--- src/rtl/mcrc_pkg.sv ---
// Types and constants of the machine-check recovery classifier.
`timescale 1ns / 1ps
package mcrc_pkg;

    localparam int TYPE_COUNT = 16;
    localparam int KIND_W     = 4;

    localparam int CODE_W   = 9;
    localparam int PARITY_W = 10;
    localparam int OP_W     = 8;
    localparam int SEC_W    = 32;
    localparam int CNT_W    = 16;
    localparam int WORD_W   = 22;

    localparam int IN_DATA_W  = 64;
    localparam int OUT_DATA_W = 48;

    localparam logic [CODE_W-1:0]   PREFETCH_BIT = 9'h008;
    localparam logic [CODE_W-1:0]   ABORT_BITS   = 9'h0f0;
    localparam logic [CODE_W-1:0]   TIMEOUT_BIT  = 9'h100;
    localparam logic [PARITY_W-1:0] GROUP0_OK    = 10'h3f8;

    localparam logic [WORD_W-1:0] G1_REPLACE = 22'h002000;
    localparam logic [WORD_W-1:0] G0_REPLACE = 22'h004000;
    localparam logic [WORD_W-1:0] G1_MISS    = 22'h008000;
    localparam logic [WORD_W-1:0] G0_MISS    = 22'h010000;
    localparam logic [WORD_W-1:0] SBI_INVAL  = 22'h200000;

    localparam logic [CNT_W-1:0] CNT_MAX = 16'hffff;

    // Bit n is set when opcode n can be restarted after a check.
    localparam logic [255:0] RESUMABLE_OPS =
        256'h00ffff3f_f4ffffff_f3ffffff_ffffffff_c14a0f00_002fffff_feffff00_ffff3c3b;

    typedef enum logic [1:0] {
        OUT_RESUME = 2'd0,
        OUT_SIGNAL = 2'd1,
        OUT_PANIC  = 2'd2
    } t_outcome;

    typedef enum logic [2:0] {
        CLS_TBUF,
        CLS_NEVER,
        CLS_CACHE,
        CLS_PLAIN,
        CLS_MEMERR,
        CLS_UNKNOWN
    } t_class;

    // Decoded check handed from the front end to the back end.
    typedef struct packed {
        logic [KIND_W-1:0] kind;
        t_class            cls;
        logic              resume_ok;
        logic              g0_bad;
        logic [SEC_W-1:0]  now;
        logic              user;
    } t_cmd;

endpackage

--- src/rtl/mcrc_front.sv ---
// Front end: unpacks an incoming check and decodes its type.
`timescale 1ns / 1ps
module mcrc_front (
    input  logic                               i_valid,
    output logic                               o_ready,
    input  logic [mcrc_pkg::IN_DATA_W-1:0]     i_data,
    output logic                               o_push,
    input  logic                               i_q_ready,
    output mcrc_pkg::t_cmd                     o_cmd
);

    logic [mcrc_pkg::CODE_W-1:0]   code;
    logic [mcrc_pkg::PARITY_W-1:0] parity;
    logic [mcrc_pkg::OP_W-1:0]     op;
    logic                          restartable;

    assign code   = i_data[8:0];
    assign parity = i_data[18:9];
    assign op     = i_data[26:19];

    assign restartable = mcrc_pkg::RESUMABLE_OPS[op];

    always_comb begin
        o_cmd.kind = code[mcrc_pkg::KIND_W-1:0];
        o_cmd.now  = i_data[58:27];
        o_cmd.user = i_data[59];
        // The same-second test is applied later; this covers the rest.
        o_cmd.resume_ok = ((code & (mcrc_pkg::ABORT_BITS | mcrc_pkg::TIMEOUT_BIT)) == '0)
                          && (((code & mcrc_pkg::PREFETCH_BIT) != '0) || restartable);
        o_cmd.g0_bad = (parity & mcrc_pkg::GROUP0_OK) != mcrc_pkg::GROUP0_OK;
        unique case (code[mcrc_pkg::KIND_W-1:0])
            4'd2, 4'd10:  o_cmd.cls = mcrc_pkg::CLS_TBUF;
            4'd1, 4'd6:   o_cmd.cls = mcrc_pkg::CLS_NEVER;
            4'd3, 4'd15:  o_cmd.cls = mcrc_pkg::CLS_CACHE;
            4'd0, 4'd13:  o_cmd.cls = mcrc_pkg::CLS_PLAIN;
            4'd5, 4'd12:  o_cmd.cls = mcrc_pkg::CLS_MEMERR;
            default:      o_cmd.cls = mcrc_pkg::CLS_UNKNOWN;
        endcase
    end

    assign o_ready = i_q_ready;
    assign o_push  = i_valid && i_q_ready;

endmodule

--- src/rtl/mcrc_queue.sv ---
// Two-entry queue between the front end and the back end.
`timescale 1ns / 1ps
module mcrc_queue (
    input  logic           i_clk,
    input  logic           i_rst_n,
    input  logic           i_push,
    output logic           o_ready,
    input  mcrc_pkg::t_cmd i_cmd,
    output logic           o_valid,
    input  logic           i_pop,
    output mcrc_pkg::t_cmd o_cmd
);

    mcrc_pkg::t_cmd r_mem [2];
    logic           r_wr_ptr;
    logic           r_rd_ptr;
    logic [1:0]     r_count;
    logic [1:0]     n_count;

    assign o_ready = r_count != 2'd2;
    assign o_valid = r_count != 2'd0;
    assign o_cmd   = r_mem[r_rd_ptr];

    always_comb begin
        n_count = r_count;
        if (i_push && !i_pop) begin
            n_count = r_count + 2'd1;
        end else if (!i_push && i_pop) begin
            n_count = r_count - 2'd1;
        end
    end

    always_ff @(posedge i_clk) begin
        if (!i_rst_n) begin
            r_wr_ptr <= 1'b0;
            r_rd_ptr <= 1'b0;
            r_count  <= 2'd0;
        end else begin
            r_count <= n_count;
            if (i_push) begin
                r_wr_ptr <= ~r_wr_ptr;
            end
            if (i_pop) begin
                r_rd_ptr <= ~r_rd_ptr;
            end
        end
    end

    always_ff @(posedge i_clk) begin
        if (i_push) begin
            r_mem[r_wr_ptr] <= i_cmd;
        end
    end

endmodule

--- src/rtl/mcrc_back.sv ---
// Back end: per-type counters and times, cache-disable word, result register.
`timescale 1ns / 1ps
module mcrc_back (
    input  logic                            i_clk,
    input  logic                            i_rst_n,
    input  logic                            i_valid,
    output logic                            o_pop,
    input  mcrc_pkg::t_cmd                  i_cmd,
    output logic                            o_valid,
    input  logic                            i_ready,
    output logic [mcrc_pkg::OUT_DATA_W-1:0] o_data
);

    logic [mcrc_pkg::CNT_W-1:0]  r_counts [mcrc_pkg::TYPE_COUNT];
    logic [mcrc_pkg::SEC_W-1:0]  r_secs   [mcrc_pkg::TYPE_COUNT];
    logic [mcrc_pkg::WORD_W-1:0] r_word;
    logic [mcrc_pkg::WORD_W-1:0] n_word;
    logic [mcrc_pkg::CNT_W-1:0]  n_count;
    logic                        r_out_valid;
    logic [mcrc_pkg::OUT_DATA_W-1:0] r_out_data;
    logic [mcrc_pkg::OUT_DATA_W-1:0] n_out_data;

    logic                 take;
    logic                 uses_time;
    logic                 same_sec;
    logic                 recovered;
    mcrc_pkg::t_outcome   outcome;

    assign take  = i_valid && (!r_out_valid || i_ready);
    assign o_pop = take;

    assign uses_time = (i_cmd.cls == mcrc_pkg::CLS_TBUF) || (i_cmd.cls == mcrc_pkg::CLS_CACHE)
                       || (i_cmd.cls == mcrc_pkg::CLS_PLAIN);
    assign same_sec  = r_secs[i_cmd.kind] == i_cmd.now;
    assign recovered = uses_time && !same_sec && i_cmd.resume_ok;

    always_comb begin
        n_count = (r_counts[i_cmd.kind] == mcrc_pkg::CNT_MAX) ? r_counts[i_cmd.kind]
                                                               : r_counts[i_cmd.kind] + 16'd1;
        n_word = r_word;
        if (i_cmd.cls == mcrc_pkg::CLS_CACHE) begin
            if (i_cmd.g0_bad) begin
                n_word = (r_word | mcrc_pkg::G0_MISS | mcrc_pkg::G0_REPLACE)
                         & ~mcrc_pkg::G1_REPLACE;
            end else begin
                n_word = (r_word | mcrc_pkg::G1_MISS | mcrc_pkg::G1_REPLACE)
                         & ~mcrc_pkg::G0_REPLACE;
            end
        end
        priority if (i_cmd.cls == mcrc_pkg::CLS_UNKNOWN) begin
            outcome = mcrc_pkg::OUT_PANIC;
        end else if (recovered) begin
            outcome = mcrc_pkg::OUT_RESUME;
        end else begin
            outcome = i_cmd.user ? mcrc_pkg::OUT_SIGNAL : mcrc_pkg::OUT_PANIC;
        end
        n_out_data = {5'd0,
                      n_count,
                      i_cmd.cls == mcrc_pkg::CLS_UNKNOWN,
                      i_cmd.cls == mcrc_pkg::CLS_MEMERR,
                      n_word,
                      i_cmd.cls == mcrc_pkg::CLS_TBUF,
                      outcome};
    end

    always_ff @(posedge i_clk) begin
        if (!i_rst_n) begin
            for (int i = 0; i < mcrc_pkg::TYPE_COUNT; i++) begin
                r_counts[i] <= '0;
                r_secs[i]   <= '0;
            end
            r_word      <= mcrc_pkg::SBI_INVAL;
            r_out_valid <= 1'b0;
        end else begin
            if (take) begin
                r_counts[i_cmd.kind] <= n_count;
                r_word               <= n_word;
                // A repeat within the same second leaves the stored time alone.
                if (uses_time && !same_sec) begin
                    r_secs[i_cmd.kind] <= i_cmd.now;
                end
                r_out_valid <= 1'b1;
            end else if (i_ready) begin
                r_out_valid <= 1'b0;
            end
        end
    end

    always_ff @(posedge i_clk) begin
        if (take) begin
            r_out_data <= n_out_data;
        end
    end

    assign o_valid = r_out_valid;
    assign o_data  = r_out_data;

endmodule

--- src/rtl/machine_check_recovery_classifier_top.sv ---
// Top level of the machine-check recovery classifier.
`timescale 1ns / 1ps
// Takes one machine-check transaction per clock while the queue has room and returns
// one result transaction for each, in order. A result is registered in the back end
// as its check leaves the queue; sustained throughput is one check per cycle while
// results are taken, set by the read-modify-write of the per-type count and time
// registers in the back end. A two-entry queue separates decode from execution so
// up to two checks are accepted while a result waits to be taken. Reset clears all
// counts and stored seconds and loads the cache-disable word with SBI invalidate alone.
module machine_check_recovery_classifier_top (
    input  logic        i_clk,
    input  logic        i_rst_n,
    input  logic        i_s_axis_tvalid,
    output logic        o_s_axis_tready,
    // type_code[8:0], parity_status[18:9], opcode[26:19], now_seconds[58:27],
    // user_mode[59], zero[63:60]
    input  logic [63:0] i_s_axis_tdata,
    output logic        o_m_axis_tvalid,
    input  logic        i_m_axis_tready,
    // outcome[1:0], flush_translation_buffer[2], cache_control[24:3],
    // memory_error[25], unknown_type[26], type_count[42:27], zero[47:43]
    output logic [47:0] o_m_axis_tdata
);

    mcrc_pkg::t_cmd front_cmd;
    mcrc_pkg::t_cmd q_cmd;
    logic           push;
    logic           q_ready;
    logic           q_valid;
    logic           pop;

    mcrc_front u_front (
        .i_valid   (i_s_axis_tvalid),
        .o_ready   (o_s_axis_tready),
        .i_data    (i_s_axis_tdata),
        .o_push    (push),
        .i_q_ready (q_ready),
        .o_cmd     (front_cmd)
    );

    mcrc_queue u_queue (
        .i_clk   (i_clk),
        .i_rst_n (i_rst_n),
        .i_push  (push),
        .o_ready (q_ready),
        .i_cmd   (front_cmd),
        .o_valid (q_valid),
        .i_pop   (pop),
        .o_cmd   (q_cmd)
    );

    mcrc_back u_back (
        .i_clk   (i_clk),
        .i_rst_n (i_rst_n),
        .i_valid (q_valid),
        .o_pop   (pop),
        .i_cmd   (q_cmd),
        .o_valid (o_m_axis_tvalid),
        .i_ready (i_m_axis_tready),
        .o_data  (o_m_axis_tdata)
    );

endmodule

--- config.mk ---
export PLATFORM = sky130hd
export DESIGN_NAME = machine_check_recovery_classifier_top
export DESIGN_NICKNAME = d
export VERILOG_FILES = /design/src/rtl/mcrc_pkg.sv /design/src/rtl/mcrc_front.sv /design/src/rtl/mcrc_queue.sv /design/src/rtl/mcrc_back.sv /design/src/rtl/machine_check_recovery_classifier_top.sv
export SDC_FILE = /design/constraint.sdc
export NUM_CORES = 1
export LEC_CHECK = 0
export BUFFER_PORTS_ARGS = -buffer_cell sky130_fd_sc_hd__buf_2
export CORE_MARGIN = 2
export CORE_UTILIZATION = 45
export CTS_CLUSTER_SIZE = 40
export DETAILED_ROUTE_END_ITERATION = 8
export PLACE_DENSITY = 0.58
export SLEW_MARGIN = 10
export SYNTH_ARGS = -nofsm -noshare
export SYNTH_HDL_FRONTEND = slang
export SYNTH_SLANG_ARGS = --single-unit
--- constraint.sdc ---
create_clock -name i_clk -period 5.6 [get_ports i_clk]
set_clock_uncertainty 0.15 [all_clocks]
set_input_delay 0.28 -clock i_clk [delete_from_list [all_inputs] [get_ports i_clk]]
set_output_delay 0.28 -clock i_clk [all_outputs]
set_load 0.01 [all_outputs]
# Word-level counts from Yosys, hierarchy flattened
# Memory sizes are Yosys's and may differ from the RTL's. A register that Yosys moved wholly into a read port is not among the register bits.
# Index checks and enable logic that the tools add are counted.
# totals
reg_bits	70
ram_bits	852
mem_bits_ro	304
out_inout_bits	50
memories	5
# op_classes
add_sub_neg	3
order_cmp	1
eq_ne	8
mux	28
n_bitwise	2
reduce_logical	23
# memory_table
name	depth	word_bits	rd	rd_ports_with_merged_regs	write_ports	line	source
u_back.r_secs	16	32	1	0	16	mcrc_back.sv:15	logic [mcrc_pkg::SEC_W-1:0] r_secs [mcrc_pkg::TYPE_COUNT];
(no name shown)	256	1	1	0	0	mcrc_front.sv:21	assign restartable = mcrc_pkg::RESUMABLE_OPS[op];
u_back.r_counts	16	16	1	0	16	mcrc_back.sv:14	logic [mcrc_pkg::CNT_W-1:0] r_counts [mcrc_pkg::TYPE_COUNT];
u_queue.r_mem	2	42	1	1	1	mcrc_queue.sv:14	mcrc_pkg::t_cmd r_mem [2];
(no name shown)	16	3	1	0	0	mcrc_front.sv:31	unique case (code[mcrc_pkg::KIND_W-1:0])
# op_table
op	n
two-way mux 17 bit	2
equality test 32 bit	1
two-way mux 16 bit	2
two-way mux 32 bit	1
OR reduction 32 bit	1
two-way mux 1 bit	17
adder 16 x 1 -> 16 bit, second input constant	1
equality test 16 bit, second input constant	1
OR reduction 16 bit	1
zero test 9 bit	1
less-than comparator 8 x 9 -> 1 bit, second input constant	1
two-way mux 2 bit	4
two-way mux 4 bit	2
logical AND 1 bit	7
!= test 7 bit, second input constant	1
equality test 3 x 2 -> 1 bit, second input constant	2
equality test 3 bit, second input constant	2
nonzero test 2 bit	3
zero test 1 bit	4
logical OR 1 bit	4
zero test 3 bit	1
adder 2 x 1 -> 2 bit, second input constant	1
!= test 2 bit, second input constant	1
NOT 1 bit	2
other kinds (2)	2

# Logic depth before layout (Yosys ltp)
# depth
word_depth	10
depth_mapped	19
ltp_nobuf	12

# Hierarchy
# Synthesis repeated with hierarchy kept, for this count alone.
# unflattened
cells_unflattened	2759
area_unflattened_um2	39979.6
# by_module_without_submodules
module	n_inst	cells_per_inst	area_each_um2
mcrc_back	1	2513	36097.1
mcrc_queue	1	153	3249.4
mcrc_front	1	93	633.1

# Worst setup path after synthesis
# Ideal clock, no wire load.
# synth_path
path_kind	reg2reg
startpoint	memory u_queue.r_mem[0][38] (netlist bit)
endpoint	memory u_back.r_secs[0][0] (netlist bit), enable pin
setup_time_ns	0.479
arrival_time_ns	4.000
slack_ns	0.971
path_stages_with_launch	16
path_buffers	6
path_cell_list	edfxtp_1 -> nor3b_1 -> clkbuf_1 -> clkbuf_1 -> clkbuf_1 -> clkbuf_1 -> o21bai_1 -> a41oi_1 -> nor4_1 -> xnor2_1 -> nor4_2 -> nand4_1 -> buf_6 -> o21ai_4 -> buf_2 -> nand2_1
# synth_lines
element	line
from (decl)	mcrc_queue.sv:14
to (decl)	mcrc_back.sv:15

==> results.md <==
* Status: complete, no violations
* Synth Flop Type: edfxtp_1
* Aggregate global routing overflow at 0
* Final instance area at roughly 46,000 um^2
* Routed via count at ~28,000
* Final Hold Fails at 0
* Final setup margin at approximately 400 ps
* H-Tree Depth at 3
* Post-CTS Resized at 0
* WP data arrival at roughly 5400 ps
* Antenna violation net count after detailed routing at 0
* Reg2Reg Depth at 12
* Number of synthesized flops with an enable pin at slightly below 900
* Leakage at between 15 and 20 nW
* Dpl ws at about 510 ps
* Final period utilization at between 90 and 100%
* Share of layout cells above drive strength 1 at approximately 15%
* Post-synth cell types at 76
* P per Cell Area at about 410 nW/um^2
* Critical Path End: u_back.r_secs[0][29]$_SDFFCE_PN0P_
* Setup repair bufs after CTS at 0
* GPL Wtd Cong at approximately 0.86
* Asr flop ratio synth at 0%
* # rows at 110
* Inserted Diodes at 0
* Die Ht at a little over 300 um
* Nets at ~3,400
* IO Count at roughly 120
* Largest net degree at the start of global routing at 76
* CTS tree: yes
* CORE AREA at 89,600 um^2
* Dpl hpwl at around 75,000 um
* Mux cell area share after synthesis at between 3 and 4%
* DRC Markers at 0
* CP max FO at 26
* Drt first pass iters at 8
* Clk slew on worst S/H paths at ~60 ps
* DR iter-0 viols at between 3,000 and 4,000
* Final core occ at 51.7%
* CTS Sinks at ~890
* Placed Area at 43,000 um^2
* Final std cells w/o fill at 4,567
* Worst-Skew Late Latency at 680 ps
* Area of the die at just over 90,000 um^2
* RSZ-0062 raised after global routing: no
* Max Cap Viol at 0
* Root Buffer: clkbuf_16
* CTS Buf Count at slightly above 90
* WHS at 103 ps
* Max Root-Sink Buffers at 3
* Initial antenna violation count at 0
* Slew Viols, Final at 0
* Syn Inst Count at around 3,200
* Setup crit start: u_queue.r_mem[0][39]$_DFFE_PP_
* Vias per Instance at 6.23
* Vias in the first global route at ~29,000
* Final setup fails at 0
* First-pass GRT wire length at roughly 190,000 um
* CP Capture Type: register
* Setup_tns at 0 ps
* Worst-Margin Slew at around 1100 ps
* Adder-cell share of the synthesized area at less than 1%
* FMAX at slightly below 0.2 GHz
* Critical Path RT at about 5800 ps
* Minimum clock period at 5200 ps
* # hold bufs at CTS at 43
* Post-synthesis simple-gate area fraction at 9.98%
* Max transition margin at between 20% and 30%
* FF+latch count, synth at ~890
* Synth Area in XOR/XNOR at 0.885%
* Worst hold path class: in -> reg
* Compound-Gate Fraction of Synth Area at between 10% and 20%
* CP Class: reg -> reg
* Reg2reg end: u_back.r_secs[0][29]$_SDFFCE_PN0P_
* Largest family of logic cells by synthesized area: compound AO/OA/AOI/OAI gates
* PortBufs at 87
* Global Route Usage Sum at a little over a quarter
* Detailed Route WL at between 100,000 and 150,000 um
* Placed cells at roughly 4,400
* Starting Density at between 40% and 50%
* RR Startpoint: u_queue.r_mem[0][39]$_DFFE_PP_
* Flop2flop setup slack at about 400 ps
* YS warnings at 0
* Die width at roughly 300 um
* Area of the mapped netlist at between 40,000 and 50,000 um^2
* Syn Area/Cell at 12.6 um^2
* Sequential share of the synthesized area at 65.4%
* Routed length per instance at ~28 um
* Pwr Total at 19.1 mW
* Maximum VDD drop at roughly 0.26 mV
* Worst setup SP type: register
* Area Growth Syn to Fin at 14.2%
==> sequential cells by signal (all words and copies together) (netlist names), named ones only <==
register,cells
u_queue.r_wr_ptr,1
u_queue.r_mem,84
u_queue.r_count,2
u_back.r_secs,512
u_queue.r_rd_ptr,1
u_back.r_counts,256
u_back.o_data,25
u_back.r_word,4
u_back.o_valid,1
==> logic make-up (layout without fill, tap and decap cells) <==
logic type	Yosys count	count (layout)
AND/OR/NAND/NOR	982	982
flip-flops	887	887
AO/OA/AOI/OAI	866	866
buffers and inverters	352	505
multiplexers	80	80
XOR/XNOR	41	41
adder cells (fa/ha/maj)	7	7
other	2	23
==> worst min-delay path by stage <==
stage / start / to / slack (ps) / depth (start not counted)
after detailed placement: u_back.r_word[15]$_SDFFE_PN0P_ / u_back.r_word[15]$_SDFFE_PN0P_ / 310 / 1
after floorplan: i_s_axis_tdata[59] / u_queue.r_mem[0][0]$_DFFE_PP_ / 230 / 0
after global placement: u_back.r_word[16]$_SDFFE_PN0P_ / u_back.r_word[16]$_SDFFE_PN0P_ / 290 / 1
after global routing: i_rst_n / u_back.o_valid$_SDFFE_PN0P_ / 110 / 3
final: i_rst_n / u_queue.r_wr_ptr$_SDFFE_PN0P_ / 100 / 3
after CTS: i_rst_n / u_queue.r_wr_ptr$_SDFFE_PN0P_ / 80 / 3
==> worst max-delay path, stage by stage (launching register included) <==
cell	delay [ps]
edfxtp_1	500
nor3b_2	850
buf_4	400
o21bai_1	110
a41oi_1	280
a2111oi_0	160
xnor2_1	280
nor4_2	590
nand4_1	330
buf_4	390
o21ai_4	300
nand2_2	240
buf_12	300
==> cell usage after synthesis (3+ instances only) <==
master | number | area, um^2
a2111oi_0 | 15 | 131
a21oi_1 | 14 | 70.1
a22o_1 | 5 | 43.8
a22oi_1 | 12 | 90.1
a31oi_1 | 6 | 37.5
a41o_1 | 21 | 210
a41oi_1 | 121 | 1060
and2_1 | 9 | 56.3
and3_1 | 24 | 150
and4_1 | 3 | 26.3
buf_1 | 12 | 45.0
buf_2 | 107 | 536
buf_4 | 33 | 248
buf_6 | 14 | 158
clkbuf_1 | 156 | 586
dfxtp_1 | 10 | 200
edfxtp_1 | 877 | 26300
ha_1 | 7 | 87.6
inv_1 | 29 | 109
mux2_2 | 4 | 45.0
mux2i_1 | 38 | 380
mux4_2 | 37 | 833
nand2_1 | 67 | 251
nand2b_1 | 5 | 31.3
nand3_1 | 19 | 95.1
nand4_1 | 7 | 43.8
nor2_1 | 783 | 2940
nor2b_1 | 8 | 50.1
nor3_1 | 12 | 60.1
nor3b_1 | 5 | 37.5
nor4_1 | 24 | 150
o2111ai_1 | 17 | 149
o21a_1 | 6 | 45.0
o21ai_0 | 106 | 531
o21ai_1 | 7 | 35.0
o21ai_4 | 9 | 146
o21bai_1 | 504 | 3780
xnor2_1 | 38 | 333
xor2_1 | 3 | 26.3
==> cell usage in the layout, fill, tap and decap left out, types with 14 or more instances in the layout <==
master / count
nor2_1: 781
nand2_2: 16
a2111oi_0: 15
o2111ai_1: 17
and3_1: 22
clkinv_2: 17
buf_2: 87
o21ai_4: 16
a41o_1: 21
nand2_1: 51
dlygate4sd3_1: 43
mux2i_1: 29
xnor2_1: 38
o21bai_1: 504
mux4_2: 37
a21oi_1: 14
o21ai_0: 106
buf_4: 147
inv_1: 29
clkbuf_16: 93
edfxtp_1: 877
nand3_1: 19
clkbuf_1: 14
conb_1: 23
a41oi_1: 121
nor4_1: 24
buf_12: 34
clkinv_1: 24
==> area by class of cell <==
type	count	area (um^2)
timing repair buffer	311	2650
clock inverter	58	533
clock buffer	107	2380
inverter	29	109
fill	7555	43300
sequential	887	26500
multi-input combinational	1999	12600
tap	1176	1470
==> power by group <==
part,internal (mW),switching [mW],total [mW]
registers,7.87,0.159,8.03
logic,1.59,3.51,5.09
clock network,3.41,2.59,6.01
==> per-layer routing <==
metal / share of wire, % / vias up / GRT usage, %
met3: 11 / 294 / 6.09
met4: 3.4 / 0 / 10.2
met5: 0 / - / 0
met2: 46 / 1746 / 43.1
li1: - / 12076 / -
met1: 40 / 14349 / 37.3
No activity file was read; power rests on OpenSTA's default activity.
